$ cat src/hdl/ifst_pkg.sv
// Package for the IMU frame sync trigger: payload structs, frame constants, status codes.
// No dependencies.
`timescale 1ns / 1ps
package ifst_pkg;

  typedef struct packed {
    logic       req_type;
    logic [7:0] rx_byte;
  } in_item_t;

  typedef struct packed {
    logic [2:0]  status;
    logic [31:0] timestamp;
    logic        report_due;
    logic [6:0]  camera_lines;
    logic        lidar_line;
  } out_item_t;

  typedef enum logic [2:0] {
    ST_NONE    = 3'd0,
    ST_TAKEN   = 3'd1,
    ST_BAD_SUM = 3'd2,
    ST_SHORT   = 3'd3,
    ST_NOSTAMP = 3'd4,
    ST_OTHER   = 3'd5
  } status_e;

  typedef enum logic [1:0] {
    S_IDLE = 2'd0,
    S_MOD  = 2'd1,
    S_OUT  = 2'd2
  } state_e;

  localparam int unsigned NumRegs   = 8;
  localparam int unsigned LidarReg  = 7;
  localparam logic [7:0]  Preamble0 = 8'hFA;
  localparam logic [7:0]  Preamble1 = 8'hFF;
  localparam logic [7:0]  MsgTime   = 8'h36;
  localparam logic [7:0]  Head0     = 8'h10;
  localparam logic [7:0]  Head1     = 8'h20;
  localparam logic [7:0]  Head2     = 8'h02;
  localparam logic [15:0] LidarHigh = 16'd10;
  localparam logic [15:0] CamReset  = 16'd25;
  localparam logic [15:0] LidarRst  = 16'd400;

endpackage

$ cat src/hdl/imu_frame_sync_trigger.sv
// Top level of the IMU frame sync trigger: frame parser, tick extension and trigger lines.
// Depends on ifst_pkg.
//
//  channel | valid     | stall     | payload
//  input   | in_valid  | in_stall  | in_item_i  (ifst_pkg::in_item_t)
//  output  | out_valid | out_stall | out_item_o (ifst_pkg::out_item_t)
//  config  | cfg_we_i  | -         | cfg_idx_i / cfg_data_i
//
// A sync pulse loads stamp+1 into the shared dividend register and shifts it,
// bit-serially, through 32 restoring steps, all eight divisors sharing the same
// dividend bit each step, then applies the remainders to the lines. Reset
// clears all control state. A held result stalls intake only.
`timescale 1ns / 1ps
module imu_frame_sync_trigger #(
  parameter int unsigned NUM_CAMERAS = 7
) (
  input  logic                 clk_i,
  input  logic                 rst_ni,
  input  logic                 in_valid_i,
  output logic                 in_stall_o,
  input  ifst_pkg::in_item_t   in_item_i,
  output logic                 out_valid_o,
  input  logic                 out_stall_i,
  output ifst_pkg::out_item_t  out_item_o,
  input  logic                 cfg_we_i,
  input  logic [2:0]           cfg_idx_i,
  input  logic [15:0]          cfg_data_i
);

  localparam int unsigned NumDiv = ifst_pkg::NumRegs;

  ifst_pkg::state_e state_q, state_d;

  logic [15:0] div_q [NumDiv];
  logic [15:0] rem_q [NumDiv];
  logic [16:0] rem_sh [NumDiv];
  logic [31:0] dvd_q;
  logic [4:0]  cnt_q;

  logic [8:0]  pos_q;
  logic [7:0]  len_q, sum_q, id_q;
  logic [7:0]  head_q [5];
  logic [15:0] tick_q, wrap_q;
  logic [31:0] stamp_q;
  logic        pend_q;
  logic [6:0]  cam_q;
  logic        lid_q;
  logic [2:0]  st_q;
  logic        rep_q;
  logic        out_v_q;

  logic        acc;
  assign in_stall_o  = (state_q != ifst_pkg::S_IDLE) || out_v_q;
  assign acc         = in_valid_i && !in_stall_o;
  assign out_valid_o = out_v_q;

  always_comb begin
    out_item_o.status       = st_q;
    out_item_o.timestamp    = stamp_q;
    out_item_o.report_due   = rep_q;
    out_item_o.camera_lines = cam_q;
    out_item_o.lidar_line   = lid_q;
  end

  // byte parser, combinational next values
  logic [8:0]  pos1;
  logic [7:0]  b, sum_n, id_n, len_n;
  logic [8:0]  pos_n;
  logic [2:0]  st_n;
  logic        end_f, take_f;
  logic [15:0] t_new;
  logic [7:0]  h [5];
  always_comb begin
    b     = in_item_i.rx_byte;
    pos1  = pos_q + 9'd1;
    pos_n = pos1;
    sum_n = sum_q + b;
    id_n  = id_q;
    len_n = len_q;
    end_f = 1'b0;
    for (int k = 0; k < 5; k++) h[k] = head_q[k];
    if (pos1 == 9'd1) begin
      sum_n = 8'd0;
      if (b != ifst_pkg::Preamble0) pos_n = 9'd0;
    end else if (pos1 == 9'd2) begin
      if (b != ifst_pkg::Preamble1) pos_n = 9'd0;
    end else if (pos1 == 9'd3) begin
      id_n = b;
    end else if (pos1 == 9'd4) begin
      len_n = b;
    end else begin
      if (pos1 < 9'd10) h[3'(pos1 - 9'd5)] = b;
      if (pos1 >= 9'd5 + {1'b0, len_q}) begin
        end_f = 1'b1;
        pos_n = 9'd0;
      end
    end
    t_new  = {h[3], h[4]};
    take_f = 1'b0;
    st_n   = ifst_pkg::ST_NONE;
    if (end_f) begin
      if (sum_n != 8'd0) st_n = ifst_pkg::ST_BAD_SUM;
      else if (id_q != ifst_pkg::MsgTime) st_n = ifst_pkg::ST_OTHER;
      else if (len_q < 8'd5) st_n = ifst_pkg::ST_SHORT;
      else if (h[0] != ifst_pkg::Head0 || h[1] != ifst_pkg::Head1 ||
               h[2] != ifst_pkg::Head2) st_n = ifst_pkg::ST_NOSTAMP;
      else begin
        st_n   = ifst_pkg::ST_TAKEN;
        take_f = 1'b1;
      end
    end
  end

  // one restoring step per divisor: shift in the next dividend bit
  logic [15:0] rem_nx [NumDiv];
  always_comb begin
    for (int i = 0; i < NumDiv; i++) begin
      rem_sh[i] = {rem_q[i], dvd_q[31]};
      if (rem_sh[i] >= {1'b0, div_q[i]}) rem_nx[i] = 16'(rem_sh[i] - {1'b0, div_q[i]});
      else rem_nx[i] = rem_sh[i][15:0];
    end
  end

  always_comb begin
    state_d = state_q;
    unique case (state_q)
      ifst_pkg::S_IDLE: if (acc && in_item_i.req_type) state_d = ifst_pkg::S_MOD;
      ifst_pkg::S_MOD:  if (cnt_q == 5'd31) state_d = ifst_pkg::S_OUT;
      ifst_pkg::S_OUT:  state_d = ifst_pkg::S_IDLE;
      default:          state_d = ifst_pkg::S_IDLE;
    endcase
  end

  always_ff @(posedge clk_i or negedge rst_ni) begin
    if (!rst_ni) begin
      state_q <= ifst_pkg::S_IDLE;
      for (int i = 0; i < NumDiv; i++)
        div_q[i] <= (i == ifst_pkg::LidarReg) ? ifst_pkg::LidarRst : ifst_pkg::CamReset;
      pos_q <= '0; len_q <= '0; sum_q <= '0; id_q <= '0;
      tick_q <= '0; wrap_q <= '0; stamp_q <= '0; pend_q <= 1'b0;
      cam_q <= '0; lid_q <= 1'b0; st_q <= '0; rep_q <= 1'b0;
      out_v_q <= 1'b0; cnt_q <= '0;
    end else begin
      state_q <= state_d;
      if (cfg_we_i) div_q[cfg_idx_i] <= cfg_data_i;
      if (out_v_q && !out_stall_i) out_v_q <= 1'b0;
      if (acc && !in_item_i.req_type) begin
        pos_q <= pos_n; sum_q <= sum_n; id_q <= id_n; len_q <= len_n;
        st_q  <= st_n;
        rep_q <= take_f && pend_q;
        if (take_f) begin
          pend_q <= 1'b0;
          tick_q <= t_new;
          if (t_new < tick_q) begin
            wrap_q  <= wrap_q + 16'd1;
            stamp_q <= {wrap_q + 16'd1, t_new};
          end else stamp_q <= {wrap_q, t_new};
        end
        out_v_q <= 1'b1;
      end
      if (acc && in_item_i.req_type) cnt_q <= '0;
      if (state_q == ifst_pkg::S_MOD) cnt_q <= cnt_q + 5'd1;
      if (state_q == ifst_pkg::S_OUT) begin
        // apply remainders to the lines
        for (int i = 0; i < 7; i++) begin
          if (i < NUM_CAMERAS && div_q[i] != 16'd0) begin
            if (rem_q[i] == 16'd0) cam_q[i] <= 1'b1;
            else if (rem_q[i] == 16'd1) cam_q[i] <= 1'b0;
          end
        end
        if (div_q[ifst_pkg::LidarReg] != 16'd0) begin
          if (rem_q[ifst_pkg::LidarReg] == 16'd0) begin
            lid_q  <= 1'b0;
            pend_q <= 1'b1;
          end else if (rem_q[ifst_pkg::LidarReg] == ifst_pkg::LidarHigh) lid_q <= 1'b1;
        end
        st_q    <= ifst_pkg::ST_NONE;
        rep_q   <= 1'b0;
        out_v_q <= 1'b1;
      end
    end
  end

  // datapath without reset
  always_ff @(posedge clk_i) begin
    if (acc && !in_item_i.req_type) begin
      for (int k = 0; k < 5; k++) head_q[k] <= h[k];
    end
    if (acc && in_item_i.req_type) begin
      dvd_q <= stamp_q + 32'd1;
      for (int i = 0; i < NumDiv; i++) rem_q[i] <= '0;
    end else if (state_q == ifst_pkg::S_MOD) begin
      dvd_q <= {dvd_q[30:0], 1'b0};
      for (int i = 0; i < NumDiv; i++) rem_q[i] <= rem_nx[i];
    end
  end

`ifndef SYNTHESIS
  a_no_out_in_mod: assert property (@(posedge clk_i) disable iff (!rst_ni)
    (state_q == ifst_pkg::S_MOD) |-> !in_stall_o == 1'b0)
    else $error("intake open during remainder");
  a_report_taken: assert property (@(posedge clk_i) disable iff (!rst_ni)
    (out_v_q && rep_q) |-> (st_q == ifst_pkg::ST_TAKEN))
    else $error("report without stamp");
  a_pulse_quiet: assert property (@(posedge clk_i) disable iff (!rst_ni)
    (state_q == ifst_pkg::S_OUT) |=> (out_v_q && st_q == ifst_pkg::ST_NONE))
    else $error("pulse result missing");
`endif

endmodule

$ cat config.mk
export PLATFORM = sky130hd
export DESIGN_NAME = imu_frame_sync_trigger
export DESIGN_NICKNAME = d
export VERILOG_FILES = /design/src/hdl/ifst_pkg.sv /design/src/hdl/imu_frame_sync_trigger.sv
export SDC_FILE = /design/constraint.sdc
export NUM_CORES = 1
export LEC_CHECK = 0
export BUFFER_PORTS_ARGS = -buffer_cell sky130_fd_sc_hd__clkbuf_2
export CORE_UTILIZATION = 35
export CTS_CLUSTER_SIZE = 24
export DETAILED_ROUTE_END_ITERATION = 8
export PLACE_DENSITY = 0.47
export SKIP_LAST_GASP = 1
export SYNTH_ARGS = -nofsm -noshare
export SYNTH_HDL_FRONTEND = slang
export SYNTH_SLANG_ARGS = --single-unit
$ cat constraint.sdc
create_clock -name clk_i -period 10 [get_ports clk_i]
set_input_delay 2 -clock clk_i [delete_from_list [all_inputs] [get_ports clk_i]]
set_output_delay 2 -clock clk_i [all_outputs]
set_load 0.02 [all_outputs]
## Word level (Yosys, flattened, before mapping)

Memory sizes are Yosys's and may differ from the RTL's.
Index checks and enable logic that the tools add are counted.

| cells by class | value |
|---|---|
| bitwise operators | 13 |
| eq/ne operators | 23 |
| add/sub/neg operators | 15 |
| reductions and logical operators | 56 |
| order comparisons | 16 |
| muxes and demuxes | 93 |

Operators with widths:

| kind | number |
|---|---|
| 2-to-1 mux 16 bit | 17 |
| 2-to-1 mux 40 bit | 5 |
| >= comparator 17 x 16 -> 1 bit | 8 |
| bitwise mux 128 bit | 1 |
| logical NOT 16 bit | 8 |
| nonzero test 16 bit | 8 |
| subtractor 16 bit | 8 |
| equality test 16 x 1 -> 1 bit (second input constant) | 7 |
| 2-to-1 mux 32 bit | 3 |
| 2-to-1 mux 9 bit | 7 |
| demux 16 bit (select 3 bit) | 1 |
| 2-to-1 mux 1 bit | 43 |
| bitwise mux 40 bit | 1 |
| adder 32 x 1 -> 32 bit (second input constant) | 1 |
| AND reduction 3 bit | 9 |
| demux 8 bit (select 3 bit) | 1 |
| nonzero test 2 bit | 11 |
| 2-to-1 mux 3 bit | 7 |
| equality test 9 x 2 -> 1 bit (second input constant) | 2 |
| adder 16 x 1 -> 16 bit (second input constant) | 1 |
| equality test 16 x 4 -> 1 bit (second input constant) | 1 |
| less-than comparator 16 bit | 1 |
| 2-to-1 mux 8 bit | 2 |
| inequality test 8 x 6 -> 1 bit (second input constant) | 2 |
| 34 further kinds | 61 |

| word-level totals | value |
|---|---|
| memories | 2 |
| word-level logic and storage cells | 248 |
| memory bits (writable) | 168 |
| register bits | 278 |

Memories:

| name | depth | bits a word | read ports | clocked after Yosys merged registers in | wr ports | RTL line | text |
|---|---|---|---|---|---|---|---|
| rem_q | 8 | 16 | 8 | 0 | 8 | imu_frame_sync_trigger.sv:35 | `logic [15:0] rem_q [NumDiv];` |
| head_q | 5 | 8 | 5 | 0 | 5 | imu_frame_sync_trigger.sv:42 | `logic [7:0] head_q [5];` |

## Depth between registers and ports, before layout

Gate-level depths: netlist (run 1).

| logic depth | value |
|---|---|
| depth after elaboration | 26 |
| mapped depth | 21 |

## Least setup slack after synthesis (run 1)

No wires, ideal clock.

| timing | value |
|---|---|
| path kind | input to register |
| start | input in_item_i[8] in the netlist's numbering |
| end | register cnt_q[2] |
| cell stages on the path | 6 |
| slack | 3522 ps |
| data required time | 9870 ps |
| buffers on the path | 1 |
| data arrival time | 6348 ps |
| path through | nand3_1 -> clkbuf_1 -> nand2_1 -> o21ai_0 -> nand2_1 -> o21ai_0 |

| on the way | value |
|---|---|
| longest elaborated chain between the ends | 2 |

RTL lines:

| element | RTL line | text |
|---|---|---|
| start: declaration | imu_frame_sync_trigger.sv:21 | `input ifst_pkg::in_item_t in_item_i,` |
| logical AND 1 bit | imu_frame_sync_trigger.sv:161 | `if (acc && in_item_i.req_type) cnt_q <= '0;` |
| nonzero test 2 bit (no line) | n/a |  |
| end signal: assignment | imu_frame_sync_trigger.sv:162 | `if (state_q == ifst_pkg::S_MOD) cnt_q <= cnt_q + 5'd1;` |
| end: declaration | imu_frame_sync_trigger.sv:38 | `logic [4:0] cnt_q;` |

Every way passes these cells.
A chain may end at the register's enable or synchronous reset.

==> results of run 1 <==
-- registers in the layout, indices dropped and copies added (netlist names), 2 cells and up --
name	cells
rem_q	128
dvd_q	32
state_q	2
stamp_q	17
tick_q	15
pos_q	9
head_q	40
cam_q	7
div_q	128
wrap_q	16
cnt_q	5
st_q	3
id_q	8
len_q	8
sum_q	8
-- worst max-delay path: stages (launching register included) --
cell,delay (ns)
dfrtp_1,0.60
ha_1,0.41
nand4_1,0.19
o21ai_0,0.29
nand2_1,0.21
a2111oi_4,0.44
a21oi_1,0.08
nand3_1,0.38
mux2_2,0.43
ha_1,0.30
a21o_1,0.16
a21o_1,0.16
a21o_1,0.17
a211oi_1,0.21
o21ai_0,0.23
a21oi_1,0.94
nor2_1,0.29
buf_4,0.29
nor2_1,0.18
mux2_1,0.35
-- worst min-delay path by stage --
stage,end,slack [ns],cells after the start
global placement,pend_q$_DFF_PN0_,0.47,2
finish,pend_q$_DFF_PN0_,0.48,2
CTS,wrap_q[15]$_DFFE_PN0P_,0.49,1
detailed placement,pend_q$_DFF_PN0_,0.48,2
floorplan,pend_q$_DFF_PN0_,0.45,2
global route,wrap_q[15]$_DFFE_PN0P_,0.50,1
-- cell usage in the layout, fill, tap and decap left out, drive strengths merged, types with 9 or more instances in the layout --
| master | n |
|---|---|
| mux2i | 61 |
| o31ai | 12 |
| and2 | 11 |
| xnor2 | 99 |
| nor4 | 77 |
| nand2 | 248 |
| nor2b | 28 |
| edfxtp | 200 |
| or3 | 14 |
| nand4 | 54 |
| o211ai | 10 |
| nand2b | 23 |
| o21a | 20 |
| xor2 | 71 |
| nand3 | 60 |
| o21ai | 213 |
| nor3 | 41 |
| clkbuf | 137 |
| ha | 168 |
| or2 | 14 |
| fa | 9 |
| o21bai | 16 |
| dfrtp | 206 |
| a22o | 12 |
| a21oi | 108 |
| mux2 | 133 |
| clkinv | 15 |
| a211oi | 35 |
| nor2 | 198 |
| nor3b | 15 |
| inv | 197 |
| buf | 20 |
| a31oi | 15 |
| a21o | 49 |
| and3 | 25 |
| dfstp | 24 |
-- metrics by stage --
stage	worst slack [ns]	hold slack, ns	utilization	power, mW
after floorplan	3.52	0.448	-	6.71
after global placement	3.57	0.471	0.374	7.70
after detailed placement	3.48	0.479	0.374	7.76
after CTS	3.52	0.489	0.398	9.81
after global routing	2.96	0.502	0.398	10.5
final	3.55	0.480	0.398	9.71
-- cell families (layout without fill, tap and decap cells) --
kind of cell | after synthesis | in the layout | synth area share
compound gates | 556 | 556 | 0.134
flops | 430 | 430 | 0.443
fa+ha+maj | 179 | 179 | 0.0865
buf+inv | 287 | 383 | 0.0439
xor+xnor | 171 | 171 | 0.0573
mux | 194 | 194 | 0.0797
simple gates | 835 | 835 | 0.155
-- power groups by stage --
stage / registers [mW] / logic [mW] / clock network, mW
after floorplan: 3.04 / 3.68 / 0
after global placement: 3.15 / 4.55 / 0
after detailed placement: 3.15 / 4.61 / 0
after CTS: 3.13 / 4.63 / 2.05
after global routing: 3.20 / 5.22 / 2.12
final: 3.13 / 4.60 / 1.98
-- layer usage --
metal / wire length (um) / global-route usage / up-vias
met1: 34500 / 0.260 / 9752
met4: 1700 / 0.0492 / 0
met5: 0 / 0 / -
met3: 2550 / 0.0268 / 95
li1: - / - / 9714
met2: 32100 / 0.293 / 302
-- area by class of cell --
class,count,area share
timing repair buffer,97,0.0182
tap,969,0.0407
clock buffer,60,0.0454
sequential,430,0.396
inverter,190,0.0240
multi-input combinational,1935,0.461
clock inverter,36,0.0140
==> results by group, run 1 <==
Status
  • Status: finished clean

Pwr
  • Int Pwr: 5.85 mW
  • Max IR drop VDD: 0.141 mV
  • Pwr dens: 326 nW/um^2
  • Power share of the combinational group: 0.474
  • Switching Power: 3.86 mW
  • Clk network pwr share: 0.204
  • Switching Share: 0.397
  • Lkg Pwr: 12.9 nW
  • Flop pwr share: 0.322

Logic synthesis
  • Mean post-synth cell area: 10.0 sq um
  • Post-synth top cells: nand2_1 (248), o21ai_0 (212), dfrtp_1 (206), edfxtp_1 (200), nor2_1 (194)
  • Sequential element share of the synthesized area: 0.443
  • Yosys top cell by area: edfxtp_1
  • Post-synth EDFFs: 200
  • Mapped Cells: 2,652
  • Post-synth ARST share: 0.535
  • Mapped cell area: 26,600 sq um
  • Ys Warns: 0
  • Cell with the most instances after synthesis: nand2_1
  • Top_reg_cell synth: dfrtp_1
  • Syn nets: 2,862
  • Top post-synthesis cells by area: edfxtp_1 (23%), dfrtp_1 (19%), ha_1 (7.9%), mux2_2 (5.5%), o21ai_0 (4.0%)
  • Netlist cell types: 88
  • Synth Register Bits: 430
  • Top cell type's share of synthesized area: 0.226

Setup path
  • Reg-to-Reg End: wrap_q[1]$_DFFE_PN0P_
  • Critical Path Start Type: flip-flop
  • CP Max Fanout: 15
  • Worst setup path end: wrap_q[1]$_DFFE_PN0P_
  • Worst-case reg-to-reg path depth: 19
  • Critical Path Sink Type: flip-flop
  • WP data required: 10.49 ns
  • CP Launch Point: pos_q[0]$_DFFE_PN0P_
  • CP Class: flip-flop to flip-flop
  • FF-to-FF setup slack: 3.55 ns
  • Critical path data arrival time: 6.94 ns
  • Origin of the critical flop-to-flop path: pos_q[0]$_DFFE_PN0P_

STA
  • Final Skew: 0.0257 ns
  • Setup_tns: 0 ns
  • Final period util: 0.645
  • Max Slew Vio Count: 0
  • Tmin final: 6.45 ns
  • Least-Margin Pin Slew: 1.16 ns
  • RSZ-0062 raised after global routing: false
  • Max Clk Rate: 155 MHz
  • Final Setup Violations: 0
  • Relative slew slack: 0.224
  • Final Hold Viols: 0

Floorplan
  • Io pins: 79
  • Die height: 278 um
  • Die area: 77,200 sq um
  • Initial Util: 0.356
  • Row count: 100
  • Core ar.: 74,800 sq um
  • Die width: 278 um

Detailed routing
  • Vias per cell: 5.34
  • Via Count: 19.9k
  • Drt total wl: 70,800 um
  • # DRC: 0
  • Routed len/inst: 19.1 um
  • Initial drt markers: 1,339
  • Post-DRT Antenna Nets: 0
  • 1st-pass router iterations: 5

GRT
  • Gr usage total: 0.184
  • Vias in the first global route: 19.8k
  • GRT Residual Overflow: 0
  • Initial antenna violation count: 1
  • Largest net degree at the start of global routing: 96
  • First-pass GRT wire length: 113,000 um

Cells and area
  • Layout cells sized above 1: 0.148
  • Area Overhead vs Synth: 11.8%
  • # diodes: 0
  • Post-route insts no fill: 3,717
  • Final instance area: 29,800 sq um
  • Filler cells: 7,436
  • Register Area: 11,800 sq um
  • Layout Nets: 2,915
  • Multi-input logic area: 13,700 sq um

Placed design
  • Placer Congestion: 0.856
  • DP Area: 28,000 sq um
  • Final HPWL DP: 49,200 um
  • Dpl cells: 3,621
  • Port buffer count: 78

Flow run
  • Max_cap viols: 0

CTS
  • Root buffer cell: clkbuf_16
  • Htree depth: 2
  • Worst skew pair latency: 0.61 ns
  • Post-CTS Setup Inserts: 0
  • TritonCTS clock tree: built
  • TritonCTS Buffers: 51
  • Clk sinks: 430
  • Clock Path Buffers: 3
  • Post-CTS resize count: 0
  • Clock transition at the registers of the reported paths: 0.06 ns
  • Cts hold-fix bufs: 0

Min path
  • Min-delay worst type: flip-flop to flip-flop
  • Min-delay src: pend_q$_DFF_PN0_
Power figures use the tool's default switching activity.
==> run 2, diff against run 1 <==
clock period = 6.1 ns   (was 10 ns; I/O delays follow)
==> results by group, run 2 (synthesis gave the netlist of run 1 again) <==
CTS
  • TritonCTS Buffers: 52 (+2.0%)
  • Worst skew pair latency: 0.62 ns (about the same)
  • Cts hold-fix bufs: 0 (unchanged)
  • Root buffer cell: clkbuf_16
  • Clk sinks: 430 (unchanged)
  • TritonCTS clock tree: built
  • Post-CTS resize count: 0 (unchanged)
  • Post-CTS Setup Inserts: 0 (unchanged)
  • Clock transition at the registers of the reported paths: 0.06 ns (about the same)
  • Htree depth: 2 (unchanged)
  • Clock Path Buffers: 3 (unchanged)

Setup path
  • Worst-path cell chain: ha_1 -> nand4_1 -> o21ai_0 -> nand2_1 -> a2111oi_4 -> a21oi_1 -> nand3_1 -> mux2_2 -> ha_1 -> a21o_1 -> a21o_1 -> a21o_1 -> a211oi_1 -> o21ai_0 -> a2111oi_4 -> buf_4 -> o211ai_1 -> nor3_1 -> xor2_1
  • Critical Path Start Type: flip-flop
  • Worst path slowest cell: dfrtp_1
  • CP Max Fanout: 14 (-1)
  • Critical path data arrival time: 6.09 ns (-0.85 ns)
  • Most used cell, CP: a21o_1
  • WP data required: 6.64 ns (-3.85 ns)
  • FF-to-FF setup slack: 0.55 ns (-3.01 ns)
  • Max incr delay on CP: 0.57 ns (-0.37 ns)
  • Critical Path Sink Type: flip-flop
  • CP Class: flip-flop to flip-flop

Detailed routing
  • Post-DRT Antenna Nets: 0 (unchanged)
  • 1st-pass router iterations: 5 (unchanged)
  • Initial drt markers: 1,319 (-1.5%)
  • Via Count: 19.8k (-0.56%)
  • Drt total wl: 70,900 um (+0.17%)
  • Routed len/inst: 19.0 um (about the same)
  • # DRC: 0 (unchanged)
  • Vias per cell: 5.30 (-0.75%)

Floorplan
  • Die width: 278 um (unchanged)
  • Core ar.: 74,800 sq um (unchanged)
  • Die area: 77,200 sq um (unchanged)
  • Row count: 100 (unchanged)
  • Initial Util: 0.356 (unchanged)
  • Die height: 278 um (unchanged)
  • Io pins: 79 (unchanged)

Cells and area
  • # diodes: 0 (unchanged)
  • Filler cells: 7,331 (-1.4%)
  • Largest registers: div_q (128), rem_q (128), head_q (40)
  • Most frequent cells in the layout: nand2_1 (247), o21ai_0 (212), dfrtp_1 (206)
  • Area Overhead vs Synth: 12.1%
  • Most common cell after layout, fill and taps aside: nand2_1
  • Layout cells sized above 1: 0.149 (+0.00108)
  • Layout Nets: 2,921 (+0.21%)

Placed design
  • Port buffer count: 78 (unchanged)
  • Pre-CTS setup slack: 0.549 ns (-2.93 ns)
  • Final HPWL DP: 49,000 um (-0.32%)
  • Placer Congestion: 0.864 (+0.92%)

STA
  • Fin Hold WS: 0.486 ns (+0.00578 ns)
  • Relative slew slack: 0.219 (-0.00523)
  • Final Setup Violations: 0 (unchanged)
  • Tmin final: 5.55 ns (-0.894 ns)
  • Max Slew Vio Count: 0 (unchanged)
  • Final Hold Viols: 0 (unchanged)
  • Final period util: 0.910 (+0.266)
  • RSZ-0062 raised after global routing: false
  • Max Clk Rate: 180 MHz (+16%)
  • Final Skew: 0.0516 ns (+0.0259 ns)
  • Least-Margin Pin Slew: 1.17 ns (+0.00785 ns)
  • Setup_tns: 0 ns (unchanged)
  • Setup ws final: 0.548 ns (-3.01 ns)

Min path
  • Min-delay worst type: flip-flop to flip-flop

GRT
  • GRT Residual Overflow: 0 (unchanged)
  • Vias in the first global route: 19.8k (+0.091%)
  • First-pass GRT wire length: 113,000 um (+0.21%)
  • Gr usage total: 0.185 (+0.00114)
  • Largest net degree at the start of global routing: 141 (+47%)
  • Initial antenna violation count: 1 (unchanged)

Pwr
  • Pwr dens: 534 nW/um^2 (+64%)
  • Lkg Pwr: 13.0 nW (+0.54%)
  • Max IR drop VDD: 0.275 mV (+95%)

Status
  • Status: finished clean

Flow run
  • Max_cap viols: 0 (unchanged)
## run 2: area by class of cell
class	count	area, sq um	share of cell area
multi-input combinational	1935	13700	0.460
sequential	430	11800	0.395
clock buffer	73	1510	0.0507
tap	969	1210	0.0406
inverter	190	713	0.0239
timing repair buffer	102	606	0.0203
clock inverter	25	285	0.00955
## run 2: metrics by stage
| step | total power [mW] | std cells | cell area [sq um] | utilization |
|---|---|---|---|---|
| detailed placement | 12.8 | 3626 | 28100 | 0.375 |
| CTS | 16.1 | 3724 | 29900 | 0.399 |
| global route | 17.3 | 3724 | 29900 | 0.399 |
| global placement | 12.7 | 3626 | 28100 | 0.375 |
| floorplan | 11.0 | 2652 | 26600 | - |
| finish | 15.9 | 3724 | 29900 | 0.399 |
## run 2: metal layers
metal  wire length, um  share of wire  up-vias  GRT usage
met1             34300           0.48     9647      0.260
met5                 0              0        -          0
met2             32300           0.46      291      0.295
met3              2600          0.037       90     0.0271
li1                  -              -     9724          -
met4              1680          0.024        0     0.0517
## run 2: worst max-delay path: cells and delay by family, from the launching register on
kind / cells / cell delay [ns]
xor gates and xnor gates: 1 / 0.17
adders and majority gates: 2 / 0.72
AOI/OAI and AO/OA: 10 / 2.33
muxes: 1 / 0.42
and+or+nand+nor: 4 / 0.97
buffers and inverters: 1 / 0.26
DFF: 1 / 0.57
## run 2: report_power, final
group	internal, mW	switching [mW]	total [mW]
registers	4.47	0.675	5.14
logic	3.23	4.34	7.58
clock network	1.95	1.29	3.23
total	9.65	6.30	15.9
## run 2: worst paths after layout
kind	startpoint	endpoint	cells after the start
setup / recovery	pos_q[0]$_DFFE_PN0P_	wrap_q[14]$_DFFE_PN0P_	19
hold / removal	cam_q[0]$_DFFE_PN0P_	cam_q[0]$_DFFE_PN0P_	2
setup reg to reg	pos_q[0]$_DFFE_PN0P_	wrap_q[14]$_DFFE_PN0P_	19
hold reg to reg	cam_q[0]$_DFFE_PN0P_	cam_q[0]$_DFFE_PN0P_	2
max in group asynchronous	rst_ni	div_q[12]$_DFFE_PN0P_	2
min in group asynchronous	rst_ni	stamp_q[28]$_DFFE_PN0P_	1
